**config.mk**
```make
export PLATFORM = sky130hd
export DESIGN_NAME = line_rasterizer
export DESIGN_NICKNAME = d
export VERILOG_FILES = /design/src/hdl/lr_pkg.sv /design/src/hdl/lr_fifo.sv /design/src/hdl/lr_front.sv /design/src/hdl/lr_back.sv /design/src/hdl/line_rasterizer.sv
export SDC_FILE = /design/constraint.sdc
export NUM_CORES = 1
export LEC_CHECK = 0
export BUFFER_PORTS_ARGS = -buffer_cell sky130_fd_sc_hd__buf_2
export CORE_UTILIZATION = 30
export DETAILED_ROUTE_END_ITERATION = 10
export HOLD_SLACK_MARGIN = 0.1
export PLACE_DENSITY = 0.45
export SLEW_MARGIN = 40
export SYNTH_ARGS = -nofsm -noshare
export SYNTH_HDL_FRONTEND = slang
export SYNTH_SLANG_ARGS = --single-unit
```
**constraint.sdc**
```tcl
create_clock -name clk -period 6.3 [get_ports clk]
set_input_delay 0.63 -clock clk [delete_from_list [all_inputs] [get_ports clk]]
set_output_delay 0.63 -clock clk [all_outputs]
set_load 0.01 [all_outputs]
```
**src/hdl/lr_pkg.sv**
```systemverilog
`timescale 1ns / 1ps
package lr_pkg;

  localparam logic       MODE_START   = 1'b0;
  localparam logic       MODE_ADVANCE = 1'b1;
  localparam logic [31:0] COLOR_RESET = 32'h90FF_FFC8;

  typedef struct packed {
    logic               mode;
    logic signed [11:0] start_x;
    logic signed [11:0] start_y;
    logic signed [11:0] end_x;
    logic signed [11:0] end_y;
  } in_item_t;

  typedef struct packed {
    logic signed [11:0] pixel_x;
    logic signed [11:0] pixel_y;
    logic               on_screen;
    logic [19:0]        pixel_address;
    logic [31:0]        pixel_color;
    logic               last_pixel;
  } out_item_t;

  // classified request handed from front to back
  typedef struct packed {
    logic               mode;
    logic signed [11:0] x0;
    logic signed [11:0] y0;
    logic signed [11:0] x1;
    logic signed [11:0] y1;
    logic [12:0]        delta_x;
    logic signed [13:0] neg_delta_y;
    logic               step_x_neg;
    logic               step_y_neg;
    logic signed [14:0] error_term;
  } cmd_t;

endpackage

```
**src/hdl/lr_fifo.sv**
```systemverilog
`timescale 1ns / 1ps
module lr_fifo #(
  parameter int WIDTH = 8,
  parameter int DEPTH = 4
) (
  input  logic             clk,
  input  logic             rst,
  input  logic             push,
  input  logic [WIDTH-1:0] wdata,
  output logic             full,
  input  logic             pop,
  output logic [WIDTH-1:0] rdata,
  output logic             empty
);
  localparam int AW = (DEPTH > 1) ? $clog2(DEPTH) : 1;
  localparam int CW = $clog2(DEPTH + 1);

  logic [WIDTH-1:0] mem [DEPTH];
  logic [AW-1:0]    wr_ptr;
  logic [AW-1:0]    rd_ptr;
  logic [CW-1:0]    count;
  logic             do_push;
  logic             do_pop;

  assign full    = (count == CW'(DEPTH));
  assign empty   = (count == '0);
  assign do_push = push && !full;
  assign do_pop  = pop && !empty;
  assign rdata   = mem[rd_ptr];

  always_ff @(posedge clk) begin
    if (do_push) begin
      mem[wr_ptr] <= wdata;
    end
  end

  always_ff @(posedge clk) begin
    if (rst) begin
      wr_ptr <= '0;
      rd_ptr <= '0;
      count  <= '0;
    end else begin
      if (do_push) begin
        wr_ptr <= (wr_ptr == AW'(DEPTH - 1)) ? '0 : wr_ptr + 1'b1;
      end
      if (do_pop) begin
        rd_ptr <= (rd_ptr == AW'(DEPTH - 1)) ? '0 : rd_ptr + 1'b1;
      end
      if (do_push && !do_pop) begin
        count <= count + 1'b1;
      end else if (do_pop && !do_push) begin
        count <= count - 1'b1;
      end
    end
  end
endmodule

```
**src/hdl/lr_front.sv**
```systemverilog
`timescale 1ns / 1ps
module lr_front (
  input  lr_pkg::in_item_t item,
  output lr_pkg::cmd_t     cmd
);
  import lr_pkg::*;

  logic signed [12:0] diff_x;
  logic signed [12:0] diff_y;
  logic signed [12:0] abs_x;
  logic signed [12:0] nabs_y;

  always_comb begin
    diff_x = 13'(item.end_x) - 13'(item.start_x);
    diff_y = 13'(item.end_y) - 13'(item.start_y);
    abs_x  = (diff_x > 13'sd0) ? diff_x : -diff_x;
    nabs_y = (diff_y > 13'sd0) ? -diff_y : diff_y;

    cmd.mode        = item.mode;
    cmd.x0          = item.start_x;
    cmd.y0          = item.start_y;
    cmd.x1          = item.end_x;
    cmd.y1          = item.end_y;
    cmd.delta_x     = abs_x;
    cmd.neg_delta_y = 14'(nabs_y);
    cmd.step_x_neg  = !(diff_x > 13'sd0);
    cmd.step_y_neg  = !(diff_y > 13'sd0);
    cmd.error_term  = 15'(abs_x) + 15'(nabs_y);
  end
endmodule

```
**src/hdl/lr_back.sv**
```systemverilog
`timescale 1ns / 1ps
module lr_back #(
  parameter int FRAME_WIDTH  = 800,
  parameter int FRAME_HEIGHT = 800
) (
  input  logic              clk,
  input  logic              rst,
  input  lr_pkg::cmd_t      cmd,
  input  logic              cmd_empty,
  output logic              cmd_pop,
  input  logic [31:0]       draw_color,
  output lr_pkg::out_item_t pix,
  output logic              pix_push,
  input  logic              pix_full
);
  import lr_pkg::*;

  localparam logic [10:0] FW = FRAME_WIDTH[10:0];
  localparam logic [10:0] FH = FRAME_HEIGHT[10:0];

  // line state
  logic signed [11:0] cur_x;
  logic signed [11:0] cur_y;
  logic signed [11:0] target_x;
  logic signed [11:0] target_y;
  logic [12:0]        delta_x;
  logic signed [13:0] neg_delta_y;
  logic               step_x_neg;
  logic               step_y_neg;
  logic signed [14:0] error_term;
  logic               line_active;

  // registered pixel stage
  logic               a_valid;
  logic signed [11:0] a_x;
  logic signed [11:0] a_y;
  logic               a_last;
  logic [31:0]        a_color;
  logic               a_ready;

  logic               is_start;
  logic               emit;
  logic signed [15:0] e2;
  logic               move_x;
  logic               move_y;
  logic signed [11:0] cur_x_next;
  logic signed [11:0] cur_y_next;
  logic signed [14:0] error_term_next;
  logic               last_next;

  logic               on;
  logic [19:0]        addr_full;

  assign a_ready  = !a_valid || !pix_full;
  assign cmd_pop  = !cmd_empty && a_ready;
  assign is_start = (cmd.mode == MODE_START);
  assign emit     = cmd_pop && (is_start || line_active);

  always_comb begin
    e2     = {error_term, 1'b0};
    move_x = (e2 >= 16'(neg_delta_y));
    move_y = (e2 <= $signed({3'b000, delta_x}));
    if (is_start) begin
      cur_x_next      = cmd.x0;
      cur_y_next      = cmd.y0;
      error_term_next = cmd.error_term;
      last_next       = (cmd.x0 == cmd.x1) && (cmd.y0 == cmd.y1);
    end else begin
      cur_x_next = cur_x;
      cur_y_next = cur_y;
      if (move_x) begin
        cur_x_next = step_x_neg ? cur_x - 12'sd1 : cur_x + 12'sd1;
      end
      if (move_y) begin
        cur_y_next = step_y_neg ? cur_y - 12'sd1 : cur_y + 12'sd1;
      end
      error_term_next = error_term
                      + (move_x ? 15'(neg_delta_y) : 15'sd0)
                      + (move_y ? $signed({2'b00, delta_x}) : 15'sd0);
      last_next = (cur_x_next == target_x) && (cur_y_next == target_y);
    end
  end

  always_ff @(posedge clk) begin
    if (cmd_pop && is_start) begin
      target_x    <= cmd.x1;
      target_y    <= cmd.y1;
      delta_x     <= cmd.delta_x;
      neg_delta_y <= cmd.neg_delta_y;
      step_x_neg  <= cmd.step_x_neg;
      step_y_neg  <= cmd.step_y_neg;
    end
    if (emit) begin
      cur_x      <= cur_x_next;
      cur_y      <= cur_y_next;
      error_term <= error_term_next;
      a_x        <= cur_x_next;
      a_y        <= cur_y_next;
      a_last     <= last_next;
      a_color    <= draw_color;
    end
  end

  always_ff @(posedge clk) begin
    if (rst) begin
      line_active <= 1'b0;
      a_valid     <= 1'b0;
    end else begin
      if (emit) begin
        line_active <= !last_next;
      end
      if (a_ready) begin
        a_valid <= emit;
      end
    end
  end

  // bounds and linear address from the registered pixel
  always_comb begin
    on = !a_x[11] && (a_x[10:0] < FW) && !a_y[11] && (a_y[10:0] < FH);
    addr_full = 20'(a_y[10:0]) * 20'(FW) + 20'(a_x[10:0]);

    pix.pixel_x       = a_x;
    pix.pixel_y       = a_y;
    pix.on_screen     = on;
    pix.pixel_address = on ? addr_full : 20'd0;
    pix.pixel_color   = a_color;
    pix.last_pixel    = a_last;
  end

  assign pix_push = a_valid;
endmodule

```
**src/hdl/line_rasterizer.sv**
```systemverilog
`timescale 1ns / 1ps
// Bresenham line stepper, all octants.
// Request channel: push/full/item. mode START loads two endpoints and yields
// the first pixel; mode ADVANCE yields the next pixel of the active line, or
// nothing when no line is active (after the end point, or after reset).
// A START while a line is in progress abandons the old line.
// Result channel: empty/pop/result. The oldest pixel is on result while empty
// is low; pop takes it. Each pixel carries coordinates, an on-screen flag, the
// framebuffer address (0 when off screen), the draw color and a last flag.
// cfg_we/cfg_wdata write the draw color; write it only while the block is idle.
// A pixel passes the request queue, the registered pixel stage and the result
// queue. Throughput: one request per cycle unless the full result queue stalls
// the stepper; error/position update by adds and compares on registered state.
// When pop stalls, the 4-entry result queue fills, then the stepper and the
// 4-entry request queue hold, and full rises; nothing is dropped.
// Reset (rst, synchronous) empties both queues, ends any line and restores
// the draw color to 0x90FFFFC8.
module line_rasterizer #(
  parameter int FRAME_WIDTH  = 800,
  parameter int FRAME_HEIGHT = 800
) (
  input  logic              clk,
  input  logic              rst,
  input  logic              push,
  output logic              full,
  input  lr_pkg::in_item_t  item,
  output logic              empty,
  input  logic              pop,
  output lr_pkg::out_item_t result,
  input  logic              cfg_we,
  input  logic [31:0]       cfg_wdata
);
  import lr_pkg::*;

  logic [31:0] draw_color;
  cmd_t        cmd_in;
  cmd_t        cmd_out;
  logic        cmd_empty;
  logic        cmd_pop;
  out_item_t   pix;
  logic        pix_push;
  logic        pix_full;

  always_ff @(posedge clk) begin
    if (rst) begin
      draw_color <= COLOR_RESET;
    end else if (cfg_we) begin
      draw_color <= cfg_wdata;
    end
  end

  lr_front u_front (
    .item (item),
    .cmd  (cmd_in)
  );

  lr_fifo #(
    .WIDTH ($bits(cmd_t)),
    .DEPTH (4)
  ) u_cmd_q (
    .clk   (clk),
    .rst   (rst),
    .push  (push),
    .wdata (cmd_in),
    .full  (full),
    .pop   (cmd_pop),
    .rdata (cmd_out),
    .empty (cmd_empty)
  );

  lr_back #(
    .FRAME_WIDTH  (FRAME_WIDTH),
    .FRAME_HEIGHT (FRAME_HEIGHT)
  ) u_back (
    .clk        (clk),
    .rst        (rst),
    .cmd        (cmd_out),
    .cmd_empty  (cmd_empty),
    .cmd_pop    (cmd_pop),
    .draw_color (draw_color),
    .pix        (pix),
    .pix_push   (pix_push),
    .pix_full   (pix_full)
  );

  lr_fifo #(
    .WIDTH ($bits(out_item_t)),
    .DEPTH (4)
  ) u_out_q (
    .clk   (clk),
    .rst   (rst),
    .push  (pix_push),
    .wdata (pix),
    .full  (pix_full),
    .pop   (pop),
    .rdata (result),
    .empty (empty)
  );
endmodule
```
==> metrics list, run 1 <==
- Run status: finished, final reports clean
- Combinational fraction of design power: a little under half
* Switching share of power: a little under two fifths
- Core box area: ~130,000 sq um
- CTS saw 852 sinks.
- Setup repair after global routing left no endpoint under its margin.
- Met3 GRT Util: 2.67%
* TritonCTS clock tree: yes
* Violation count after the first detailed-routing iteration: 1,286
* Insertion delay to the later sink of the worst-skew pair: 0.71 ns
- Overflow after GRT: 0
- Psw: 0.00998 W
- The tree is rooted in a clkbuf_16.
- H-tree level count: 3
- Path depth of the worst reg2reg path: 19
* Critical path arrival: 6.57 ns
* Maximum capacitance violations: 0
* Worst slew margin: 46.5%
- Cells with a size suffix above 1 make up 21.3% of the layout.
- Max Clk Rate: 165 MHz
* Final worst path period share: 96.4%
- Count of different cell masters after synthesis: 91
* Internal portion of total power: 0.0162 W
- Critical path capture point type: flip-flop
- After detailed routing, the average wire length per cell comes to 21.3 um.
- Vert. Die Dim: ~360 um
- Met2 usage: around a quarter
- Leaving out fill and tap cells, the most frequent cell in the layout is edfxtp_1.
- After synthesis the cells add up to 38,300 sq um.
- Once the clock tree was built, the setup fixing pass inserted 0 buffers.
- Worst supply voltage drop on vdd: 0.000358 V
- Count of filler cells inserted in the layout: 11,900
- From left edge to right edge, the die measures between 300 and 400 um.
- Cells after synthesis: 2,336
- Io pins: 166
- Largest clock skew in the final design: 0.0376 ns
- Clock network fraction of total power: 21.2%
- Data on the critical path is required at its endpoint by between 6 and 7 ns.
- In this run the core area contains 130 standard-cell rows.
* Worst-case clock buffer depth: 3
- The tightest min-delay check is of the in -> reg type.
- Area of combinational cells with multiple inputs: 12,400 sq um
- Fraction of registers with async set/reset: 0%
- Most frequent cells in the layout: 800 x edfxtp_1, 168 x mux4_2, 164 x buf_2, 163 x inv_1, 156 x ha_1
- At the end of routability-driven placement, the weighted congestion stood at between 0.8 and 0.9.
- Final Net Count: 2,858
* Area of the die: 129,000 sq um
* Router iterations before antenna repair: 5
- For the finished layout, the period the worst path requires is 6.07 ns.
- Met1 demand-to-capacity share in global routing: 19.5%
- Startpoint class of the critical path: primary input
- Synthesized flop and latch total: 852
- DRC violation count after routing: 0
* Final Hold Fails: 0
- Sequential group share of total power: between 30% and 40%
- Total detailed-routing wirelength: 92.0 mm
- Sequential share of the synthesized area: approximately two thirds
- From synthesis to final layout, the design area changed by 16.7%.
- For the pin with the worst max-slew slack, the measured transition is 0.800 ns.
- Yosys Warn Count: 0
* Overall fraction of global-route tracks in use: 14.3%
- In this run, CTS created clock tree buffers numbering between 90 and 100.
- Summing all non-filler instances in the final layout gives an area of 44,700 sq um.
- Wire length of the first global-routing pass: 139 mm
- Detailed placement finished with a half-perimeter wire length of 61.9 mm.
- After clock tree synthesis, the clock-pin slew on the worst setup and hold paths is 0.06 ns.
* Type of the worst setup path: in -> reg
* Most used flip-flop cell after synthesis: edfxtp_1
- The number of antenna violations at the first check in global routing is 9.
* Highest net fanout along the worst path: 5
- Sequential Area: 25,100 sq um
- After detailed placement, the total cell area comes to 41,300 sq um.
- Setup violations remaining at the end of the flow were counted as 0.
* Synth Net Count: 2,606
* Number of vias after detailed routing: slightly above 20,000
* Most congested layer reported by global routing: met2
* Initial cell density of the core: 30.4%
* Worst hold path cell count: 2
- Vias in the first global route: 22,000
- For this design the ratio of total power to cell area is 586 nW/um^2.
- The analysis attributes to cell leakage a power of around 16 nW.
* Pins Over Slew Limit: 0
- Average size of a mapped cell: 16.4 sq um
- Via count normalized by instance count: about 4.8
- IO buf count: roughly 170
- Number of flops mapped to enable cells by yosys: 800
- Maximum number of pins on one net before global-route repair: 72
* Setup TNS: 0 ns
- The count of nets left with antenna violations once routing finished came out at 0.
-- power groups by stage --
stage	sequential, W	clock (W)	combinational, W
final	0.00880	0.00556	0.0118
after global routing	0.00894	0.00593	0.0133
after CTS	0.00882	0.00573	0.0120
after detailed placement	0.00894	0	0.0119
after global placement	0.00894	0	0.0117
after floorplan	0.00854	0	0.00876
-- per-layer routing --
layer,vias up,share of wire [%]
li1,9563,-
met1,10600,47
met2,395,47
met3,135,3.8
met4,8,2.2
met5,-,0.048
-- state kept, by name, summed over array words and instances, names as in the netlist, 13 cells and up, named ones only --
register	cells
u_cmd_q.mem	364
u_back.neg_delta_y	13
draw_color	32
u_out_q.mem	312
u_back.delta_x	13
u_back.a_color	32
u_back.error_term	15
-- worst max-delay path, cell delays in order --
cell and delay [ns]:
dlygate4sd3_1 0.57, buf_2 0.16, inv_1 0.12, ha_1 0.20, inv_1 0.06, fa_1 0.41
a21o_1 0.19, a211o_1 0.30, a2111o_1 0.41, a31o_1 0.22, a21o_2 0.26, xnor2_4 0.15
nand4_2 0.13, nand2_2 0.11, mux2_1 0.40, ha_1 0.30, a21o_1 0.19, a21oi_1 0.25
o21ai_0 0.13, a21oi_1 0.23, nand2b_1 0.14, a21boi_0 0.11, o31a_1 0.28, o41a_1 0.36
xor2_1 0.27
-- final cells by class --
class / instances / share of cell area [%]
repair buffers: 223 / 3.10
flip-flops and latches: 852 / 56.1
diodes: 1 / 0.00560
clock buffers: 116 / 5.73
clock inverters: 64 / 1.36
inverters: 163 / 1.37
well taps: 1650 / 4.62
multi-input cells: 1250 / 27.7
-- cells in the mapped netlist, types with 14 or more instances --
cell        n  area, sq um
edfxtp_1  800        24000
mux4_2    168         3780
inv_1     163          612
ha_1      156         1950
nand2_1   105          394
nor2_1    102          383
xnor2_1    83          727
o21ai_0    69          345
xor2_1     55          482
dfxtp_1    52         1040
a21oi_1    50          250
mux2i_1    40          400
nor2b_1    39          244
nor3_1     32          160
and2_1     31          194
clkbuf_1   31          116
fa_1       28          561
a211o_1    27          236
buf_1      23         86.3
nand3_1    21          105
a21o_1     18          135
o21a_1     16          120
buf_2      14         70.1
-- per-stage QoR --
stage	hold WS, ns	power, W	util (%)	setup slack [ns]	cells
floorplan	0.401	0.0173	-	0.733	2336
global placement	0.405	0.0207	32.7	0.140	4121
detailed placement	0.408	0.0209	32.8	0.0987	4124
CTS	0.100	0.0266	35.4	0.206	4317
global route	0.118	0.0282	35.4	0.00608	4318
finish	0.164	0.0262	35.4	0.229	4319
-- cells by family after synthesis --
logic type      share of synthesized area (%)
buf+inv                                  2.40
flops                                    65.5
fa+ha+maj                                6.57
xor+xnor                                 3.58
mux                                      11.1
simple gates                             5.29
compound gates                           5.58
-- final timing paths --
kind                                               to  slack [ns]                  start
worst min register to register      u_back.a_color[6]        0.42          draw_color[6]
worst max register to register  u_back.error_term[13]        0.92  u_back.error_term[10]
worst min-delay path                   draw_color[23]        0.16          cfg_wdata[23]
worst max-delay path               u_cmd_q.mem[0][11]        0.23               item[12]
-- what timing repair did --
action,4_1_cts,5_1_grt
setup endpoints to repair,0,12
gates resized for setup,0,4
hold endpoints to repair,17,0
hold buffers,13,0
Note: power is estimated with default switching activity, not from simulation.
==> run 2: changes to the inputs <==
--- a/config.mk
+++ b/config.mk
@@ -5,6 +5,7 @@
 export SDC_FILE = /design/constraint.sdc
 export NUM_CORES = 1
 export LEC_CHECK = 0
+export ABC_AREA = 1
 export BUFFER_PORTS_ARGS = -buffer_cell sky130_fd_sc_hd__buf_2
 export CORE_UTILIZATION = 30
 export DETAILED_ROUTE_END_ITERATION = 10
==> run 2 against run 1 <==
Net effect: die area increased by 2.2%; critical path depth increased by 6; clock power grew 2%; core utilization fell by 0.41 points; clock skew decreased by 0.0064 ns; via count increased by 23%; hold slack better by 0.0065 ns; routed wire length increased by 14%; critical path type unchanged; highest routed layer unchanged.
==> metrics list, run 2 <==
* Buffers plus inverters on the worst setup path: 5 (+1)
* Worst slew margin: 41.5% (-5.0 points)
- The gate count after technology mapping is 3,469 (+49%).
- The library cell used most frequently in the layout, excluding fill and tap cells, is edfxtp_1.
* Non-filler instance count after layout: 5,464 (+27%)
- Counting stages on the worst path, the most repeated cell is nand2_1.
- Setup repair after global routing left no endpoint under its margin.
- The clock network fraction of design power came to 21.1% (about the same).
- Cell area power density: 594 nW/um^2 (+1.3%)
* Share of post-route cells with drive strength above 1: 11.6% (-9.7 points)
- The final sum of negative setup slack is 0 ns (unchanged).
* Leakage: 17.4 nW (+11%)
- Internal portion of total power: 0.0155 W (-4.1%)
- The reported net switching power is 0.0114 W (+14%).
* Pin slew with the least headroom to its limit: 0.878 ns (+0.0775 ns)
- Sequential share of the synthesized area: 64.1% (-1.4 points)
- The number of CTS-inserted buffers came to 96 (-2.0%).
- The part of the power in combinational logic is 45.8% (+0.6 points).
- The clock-pin slew of the registers on the worst-case setup and hold paths is 0.06 ns (about the same).
* CTS Root Cell: clkbuf_16
- The synthesized net count was 3,739 (+43%).
- The maximum fanout count along the critical path came to 11 (+6).
- STA classifies the critical path endpoint as a flip-flop.
- The global-route total usage across every layer came to 15.9% (+1.6 points).
- The via total after detailed routing came to 25,600 (+23%).
- Fraction of synthesized area in multiplexers: 0% (-11 points)
- The clock sink count is 852 (unchanged).
- The worst hold path belongs to the class in -> reg.
* Most frequent cells in the layout: 800 x edfxtp_1, 492 x nand2_1, 418 x nor2_1, 391 x o21ai_0, 325 x inv_1
- The width of the die is 363 um (+1.1%).
* Share of synthesized cell area in and, or, nand and nor gates: 12.1% (+6.8 points)
- The detailed placer's ending HPWL was 68.8 mm (+11%).
- Initial cell density of the core: 30.2% (-0.15 points)
* Final Hold Fails: 0 (unchanged)
- By area the synthesized netlist is led by edfxtp_1 61%, o21ai_0 5.0%, ha_1 5.0%.
- Largest registers ranked by flip-flop count: u_cmd_q.mem x364, u_out_q.mem x312
* Wire length of the first global-routing pass: 158 mm (+14%)
- The via count of the first global-routing pass came to 24,800 (+13%).
- The final worst slack came to 1.02 ns (+0.787 ns).
- Netlist area before placement: 39,100 sq um (+2.2%)
- The post-synthesis compound-gate area fraction was 10.5% (+4.9 points).
- Sequential group share of total power: 33.1% (-0.5 points)
- The number of antenna repair diodes is 0 (-1).
* Top cell type by total area after synthesis: edfxtp_1
* Core box area: 129,000 sq um (+2.7%)
- Io pins: 166 (unchanged)
- The maximum achievable frequency came to 189 MHz (+15%).
- The final clock skew was 0.0312 ns (-0.00639 ns).
* Total detailed-routing wirelength: 105 mm (+14%)
- TritonCTS clock tree: yes
- The number of flip-flops under the largest register name came to 364 (unchanged).
- In the synthesized netlist the dominant register cell turns out to be edfxtp_1.
- Worst slack after detailed placement: 0.837 ns (+0.738 ns)
- The number of design rule violations left after detail routing is 0 (unchanged).
- Synthesized flop and latch total: 852 (unchanged)
- The number of routed nets with antenna violations came to 0 (unchanged).
- Overflow after GRT: 0 (unchanged)
- The routed length per instance came to 19.3 um (-9.7%).
- Slowest cell on the critical path: dlygate4sd3_1
- Count of filler cells inserted in the layout: 12,900 (+8.9%)
- The flow ran to the end, and the final reports show no timing, DRC or antenna violations.
- Startpoint class of the critical path: primary input
* Number of rows in the core area: 132 (+1.5%)
- Dominant combinational cell family by area after synthesis: simple AND/OR/NAND/NOR gates
* Pins Over Slew Limit: 0 (unchanged)
- Violation count after the first detailed-routing iteration: 1,732 (+35%)
- In the synthesized netlist, the cells that appear most often are 800 x edfxtp_1, 493 x nand2_1, 427 x nor2_1.
- The final layout net count is 3,914 (+37%).
- Router iterations before antenna repair: 5 (unchanged)
- The die boundary height was 363 um (+1.1%).
* Area of the die: 132,000 sq um (+2.2%)
- Worst supply voltage drop on vdd: 0.000276 V (-23%)
- Compared with the post-synthesis result, the final layout area differs by 16.0%.
- The fraction of the mapped netlist area in adder cells was 6.42% (-0.14 points).
- Number of flops mapped to enable cells by yosys: 800 (unchanged)
* Final RePlAce weighted congestion: 0.824 (+2.2%)
* Setup violation total in the final timing report: 0 (unchanged)
- Area of all placed cells without fillers: 45,400 sq um (+1.5%)
- H-tree level count: 3 (unchanged)
- The delay of the slowest cell on the worst path was 0.54 ns (-0.03 ns).
- The fraction of synthesized cell area in xor and xnor cells was 2.09% (-1.5 points).
* Maximum capacitance violations: 0 (unchanged)
- The most common cell in the synthesized netlist is edfxtp_1.
- Yosys Warn Count: 0 (unchanged)
- Switching share of power: 42.3% (+4.2 points)
- Number of antenna violations at the first check in global routing: 9 (unchanged)
- Maximum number of pins on one net before global-route repair: 105 (+46%)
- The post-placement cell count is 5,278 (+28%).
- Counting flops per register, the top entry is u_cmd_q.mem.
- Critical path arrival: 5.70 ns (-0.87 ns)
* Count of different cell masters after synthesis: 64 (-30%)
- The synthesized area per cell is 11.3 sq um (-31%).
- Broken down by cell family, the worst path's largest delay share belongs to compound AO/OA/AOI/OAI gates.
- The post-cts gate resize count came to 0 (unchanged).
- Final worst path period share: 83.9% (-12 points)
* Worst-case clock buffer depth: 3 (unchanged)
* Via count normalized by instance count: 4.68 (-2.4%)
* Fraction of registers with async set/reset: 0% (unchanged)
* Post-CTS setup buffer count: 0 (unchanged)
- The required time at the endpoint of the critical path is 6.71 ns (-0.08 ns).
* Shortest clock period the worst path allows after layout: 5.28 ns (-0.787 ns)
- Portion of synthesized cell area occupied by the leading cell type: 61.4% (-1.4 points)
- IO buf count: 165 (unchanged)
* Type of the worst setup path: in -> reg
- Placed cell areas: 42,000 sq um (+1.7%)
* Insertion delay to the later sink of the worst-skew pair: 0.70 ns (about the same)
-- run 2: cells by family after synthesis --
family	Yosys count
xor gates and xnor gates	88
DFF	852
buffers and inverters	478
AOI/OAI and AO/OA	726
and+or+nand+nor	1141
adders and majority gates	184
-- run 2: routing by layer --
metal / vias to the layer above / GRT usage [%] / part of all wire [%]
li1: 12600 / - / -
met1: 12400 / 22.1 / 48
met2: 492 / 25.5 / 45
met3: 131 / 2.98 / 4.5
met4: 6 / 3.99 / 2.0
met5: - / 0 / 0.036
-- run 2: final timing paths --
check	slack, ns	depth (start not counted)	start	endpoint
setup reg to reg	1.17	24	u_back.error_term[6]	u_back.error_term[14]
setup / recovery	1.02	31	item[0]	u_cmd_q.mem[2][12]
hold / removal	0.17	1	item[14]	u_cmd_q.mem[0][58]
hold reg to reg	0.42	0	draw_color[29]	u_back.a_color[29]
-- run 2: per-stage QoR --
step                total power [W]  hold slack, ns  utilization, %
finish                       0.0269           0.171            35.0
global route                 0.0292           0.124            35.0
CTS                          0.0273           0.100            35.0
detailed placement           0.0215           0.411            32.5
global placement             0.0214           0.407            32.4
floorplan                    0.0174           0.403               -
-- run 2: cell type report --
class                           instances  area, sq um  share of cell area, %
Timing Repair Buffer                  218         1320                   2.91
Clock buffer                          126         2620                   5.77
Clock inverter                         50          597                   1.32
Sequential cell                       852        25100                   55.3
Inverter                              337         1270                   2.81
Tap cell                             1742         2180                   4.81
Multi-Input combinational cell       2139        12300                   27.1
-- run 2: repair_timing --
action	in CTS	in global routing
endpoints found under the setup margin	0	0
hold endpoints to repair	10	0
hold buffers	7	0
-- run 2: power groups by stage --
stage | Clock [W] | Combinational (W) | Sequential [W]
after floorplan | 0 | 0.00874 | 0.00870
after global placement | 0 | 0.0124 | 0.00904
after detailed placement | 0 | 0.0124 | 0.00905
after CTS | 0.00585 | 0.0125 | 0.00894
after global routing | 0.00605 | 0.0141 | 0.00906
final | 0.00569 | 0.0123 | 0.00891
==> run 3: changes to the inputs <==
--- a/config.mk
+++ b/config.mk
@@ -5,12 +5,12 @@
 export SDC_FILE = /design/constraint.sdc
 export NUM_CORES = 1
 export LEC_CHECK = 0
-export ABC_AREA = 1
+export ABC_AREA = 0
 export BUFFER_PORTS_ARGS = -buffer_cell sky130_fd_sc_hd__buf_2
 export CORE_UTILIZATION = 30
 export DETAILED_ROUTE_END_ITERATION = 10
 export HOLD_SLACK_MARGIN = 0.1
-export PLACE_DENSITY = 0.45
+export PLACE_DENSITY = 0.46
 export SLEW_MARGIN = 40
 export SYNTH_ARGS = -nofsm -noshare
 export SYNTH_HDL_FRONTEND = slang
==> constraint.sdc (replaced) <==
create_clock -name clk -period 4.56 [get_ports clk]
set_input_delay 0.456 -clock clk [delete_from_list [all_inputs] [get_ports clk]]
set_output_delay 0.456 -clock clk [all_outputs]
set_load 0.01 [all_outputs]
==> run 3 against run 2 <==
Net effect: the flow now finishes with violations (negative setup slack); clock skew up 0.0063 ns; global-route usage down 1.2 points; die area down 2.2%; largest cell class unchanged.
==> metrics list, run 3 (synthesis gave the netlist of run 1 again) <==
* Number of vias after detailed routing: 21,800 (-15%)
- Worst slack after detailed placement: -0.960 ns (-1.80 ns)
- Final Hold Fails: 0 (unchanged)
- The die boundary height is 359 um (-1.1%).
- Critical path capture point type: flip-flop
- Traced cell by cell, the critical path runs through buf_12, inv_12, ha_4, inv_2, fa_2, a21o_1, a211o_1, a2111o_1, a31o_1, a21o_4, xnor2_4, nand4_4, nand2_4, mux2_4, ha_4, a21o_1, a21oi_2, o21ai_2, a21oi_2, nand2b_4, a21boi_2, o31a_1, o41a_1, xor2_2.
- Placed cell areas: 43,100 sq um (+2.6%)
* Total detailed-routing wirelength: 95.2 mm (-9.5%)
* Final Net Count: 3,164 (-19%)
- The clock sink count is 852 (unchanged).
* R2R setup slack: -0.10 ns (-1.27 ns)
* Area of the die: 129,000 sq um (-2.2%)
- Gate family responsible for the most delay along the worst path: compound AO/OA/AOI/OAI gates
- Of the available clock period, the critical path in the final layout requires 102%.
- The data arrival time of the worst path came to 5.08 ns (-0.62 ns).
* Count of antenna-violating nets left after detailed routing: 0 (unchanged)
- The library cell used most frequently in the layout, excluding fill and tap cells, is edfxtp_1.
- The number of flip-flops under the largest register name came to 364 (unchanged).
- STA classifies the critical path startpoint as a primary input.
* Diodes inserted: 0 (unchanged)
- The maximum clock path buffer count came to 3 (unchanged).
- Half-perimeter wire length after detailed placement: 64.9 mm (-5.7%)
* Endpoint of the most critical register-to-register path: u_back.error_term[5]
- The combined buffer and inverter count along the critical path is 3 (-2).
- The width of the die came to 359 um (-1.1%).
- Compared with the post-synthesis result, the final layout area differs by 24.5%.
- Worst slew margin: 43.7% (+2.2 points)
- Initial cell density of the core: 30.4% (+0.15 points)
* Router iterations before antenna repair: 5 (unchanged)
- Max Clk Rate: 214 MHz
* Worst hold path cell count: 2 (+1)
- Violation count after the first detailed-routing iteration: 1,186 (-32%)
* Type of the worst setup path: in -> reg
* Setup TNS: -0.724 ns (-0.724 ns)
- The delay of the slowest cell on the worst path came to 0.46 ns (-0.08 ns).
- Io pins: 166 (unchanged)
- Vias in the first global route: 22,900 (-7.5%)
- The startpoint identified for the worst register-to-register timing path is u_back.neg_delta_y[12].
- Largest clock skew in the final design: 0.0374 ns (+0.00625 ns)
- Setup violation total in the final timing report: 11 (+11)
- In the final layout, the registers with the most flip-flops are u_cmd_q.mem x364, u_out_q.mem x312.
* DR WL/cell: 20.6 um (+7.0%)
- The checks that failed: negative setup slack.
- The maximum fanout count along the critical path was 4 (-7).
* CTS Root Cell: clkbuf_16
- The max-capacitance violation count came to 0 (unchanged).
- Launch instance of the worst min-delay path: item[13]
* Via count normalized by instance count: 4.71 (+0.68%)
* DRC violation count after routing: 0 (unchanged)
- H-tree level count: 3 (unchanged)
- In the layout the commonest cells are 800 x edfxtp_1, 267 x buf_4, 168 x mux4_2, 164 x buf_2, 159 x inv_1.
- The smallest clock period supported by the final layout is computed as ~4.7 ns.
- The global placer's final weighted congestion was 0.838 (+1.7%).
* Unrepaired setup endpoints after global routing: true
- TritonCTS built the clock tree.
- The proportion of layout cells with a drive suffix above 1 was 29.5% (+18 points).
* Core Util, Final: 37.8% (+2.8 points)
- Clk pin slew, worst setup/hold paths: 0.06 ns (about the same)
* End point of the worst hold path: u_cmd_q.mem[1][57]
- The logic depth of the worst register-to-register path is 24 (unchanged).
- Run status: finished with violations
- Wire length of the first global-routing pass: 142 mm (-9.8%)
* Fin worst setup slack: -0.105 ns (-1.12 ns)
- The global-route total usage across every layer came to 14.7% (-1.2 points).
- The post-placement cell count was 4,340 (-18%).
- Leakage: 17.2 nW (-1.1%)
* Insertion delay to the later sink of the worst-skew pair: 0.71 ns (about the same)
- The pin slew with the least headroom to its limit is 0.845 ns (-0.0329 ns).
- The overflow left after global routing came to 0 (unchanged).
- The count of pins over their slew limit is 0 (unchanged).
- The number of CTS-inserted buffers came to 94 (-2.1%).
- Maximum number of pins on one net before global-route repair: 81 (-23%)
* Register bank with the most flops: u_cmd_q.mem
* Slowest cell on the critical path: a2111o_1
* IO buf count: 165 (unchanged)
* Number of rows in the core area: 130 (-1.5%)
- The design area was 47,600 sq um (+5.1%).
* Core box area: 126,000 sq um (-2.6%)
* HP Class: in -> reg
* Required @ worst endpoint: 4.98 ns (-1.73 ns)
- The number of antenna violations at the first check in global routing came to 6 (-3).
- The number of cells in the finished layout apart from fillers was 4,620 (-15%).
- The ratio of total power to cell area is 815 nW/um^2 (+37%).
- Worst supply voltage drop on vdd: 0.000448 V (+62%)
## run 3: worst max-delay path by stage
stage                                       from                    end  slack (ns)  depth (start not counted)
final                                   item[12]     u_cmd_q.mem[0][11]       -0.11                         24
after global placement                   item[0]     u_cmd_q.mem[0][12]       -0.85                         26
after floorplan                         item[12]     u_cmd_q.mem[0][11]       -0.49                         23
after detailed placement                item[12]     u_cmd_q.mem[1][12]       -0.96                         23
after global routing       u_back.neg_delta_y[1]  u_back.error_term[11]       -0.33                         20
after CTS                 u_back.neg_delta_y[12]  u_back.error_term[13]       -0.12                         21
## run 3: stage by stage
step / total power [W] / hold WS (ns)
floorplan: 0.0241 / 0.401
global placement: 0.0300 / 0.406
detailed placement: 0.0303 / 0.407
CTS: 0.0389 / 0.104
global route: 0.0417 / 0.135
finish: 0.0388 / 0.170
## run 3: metal layers
layer / global-route usage (%) / routed length, um / vias to the layer above
met2: 24.3 / 45600 / 409
met5: 0 / 17 / -
met4: 4.75 / 2220 / 2
met3: 2.44 / 3800 / 126
met1: 19.6 / 43500 / 11100
li1: - / - / 10200
## run 3: report_power, final
group	leakage, nW	total, W	internal, W	switching [W]
Sequential	7.74	0.0120	0.0110	0.00100
Clock	1.51	0.00766	0.00449	0.00317
Combinational	7.99	0.0192	0.00875	0.0104
Total	17.2	0.0388	0.0242	0.0146
## run 3: area by class of cell
cell class | count | area (sq um)
Fill cell | 11700 | 78400
Sequential cell | 852 | 25100
Multi-Input combinational cell | 1250 | 12700
Timing Repair Buffer | 533 | 4030
Clock buffer | 115 | 2500
Tap cell | 1650 | 2060
Clock inverter | 57 | 631
Inverter | 163 | 624
## run 3: what timing repair did
item,CTS,global route
hold buffers,79,0
gates cloned,0,1
resized for setup,35,44
endpoints found under the setup margin,22,39
endpoints found under the hold margin,219,0
buffers inserted,19,10
pin swaps,31,37
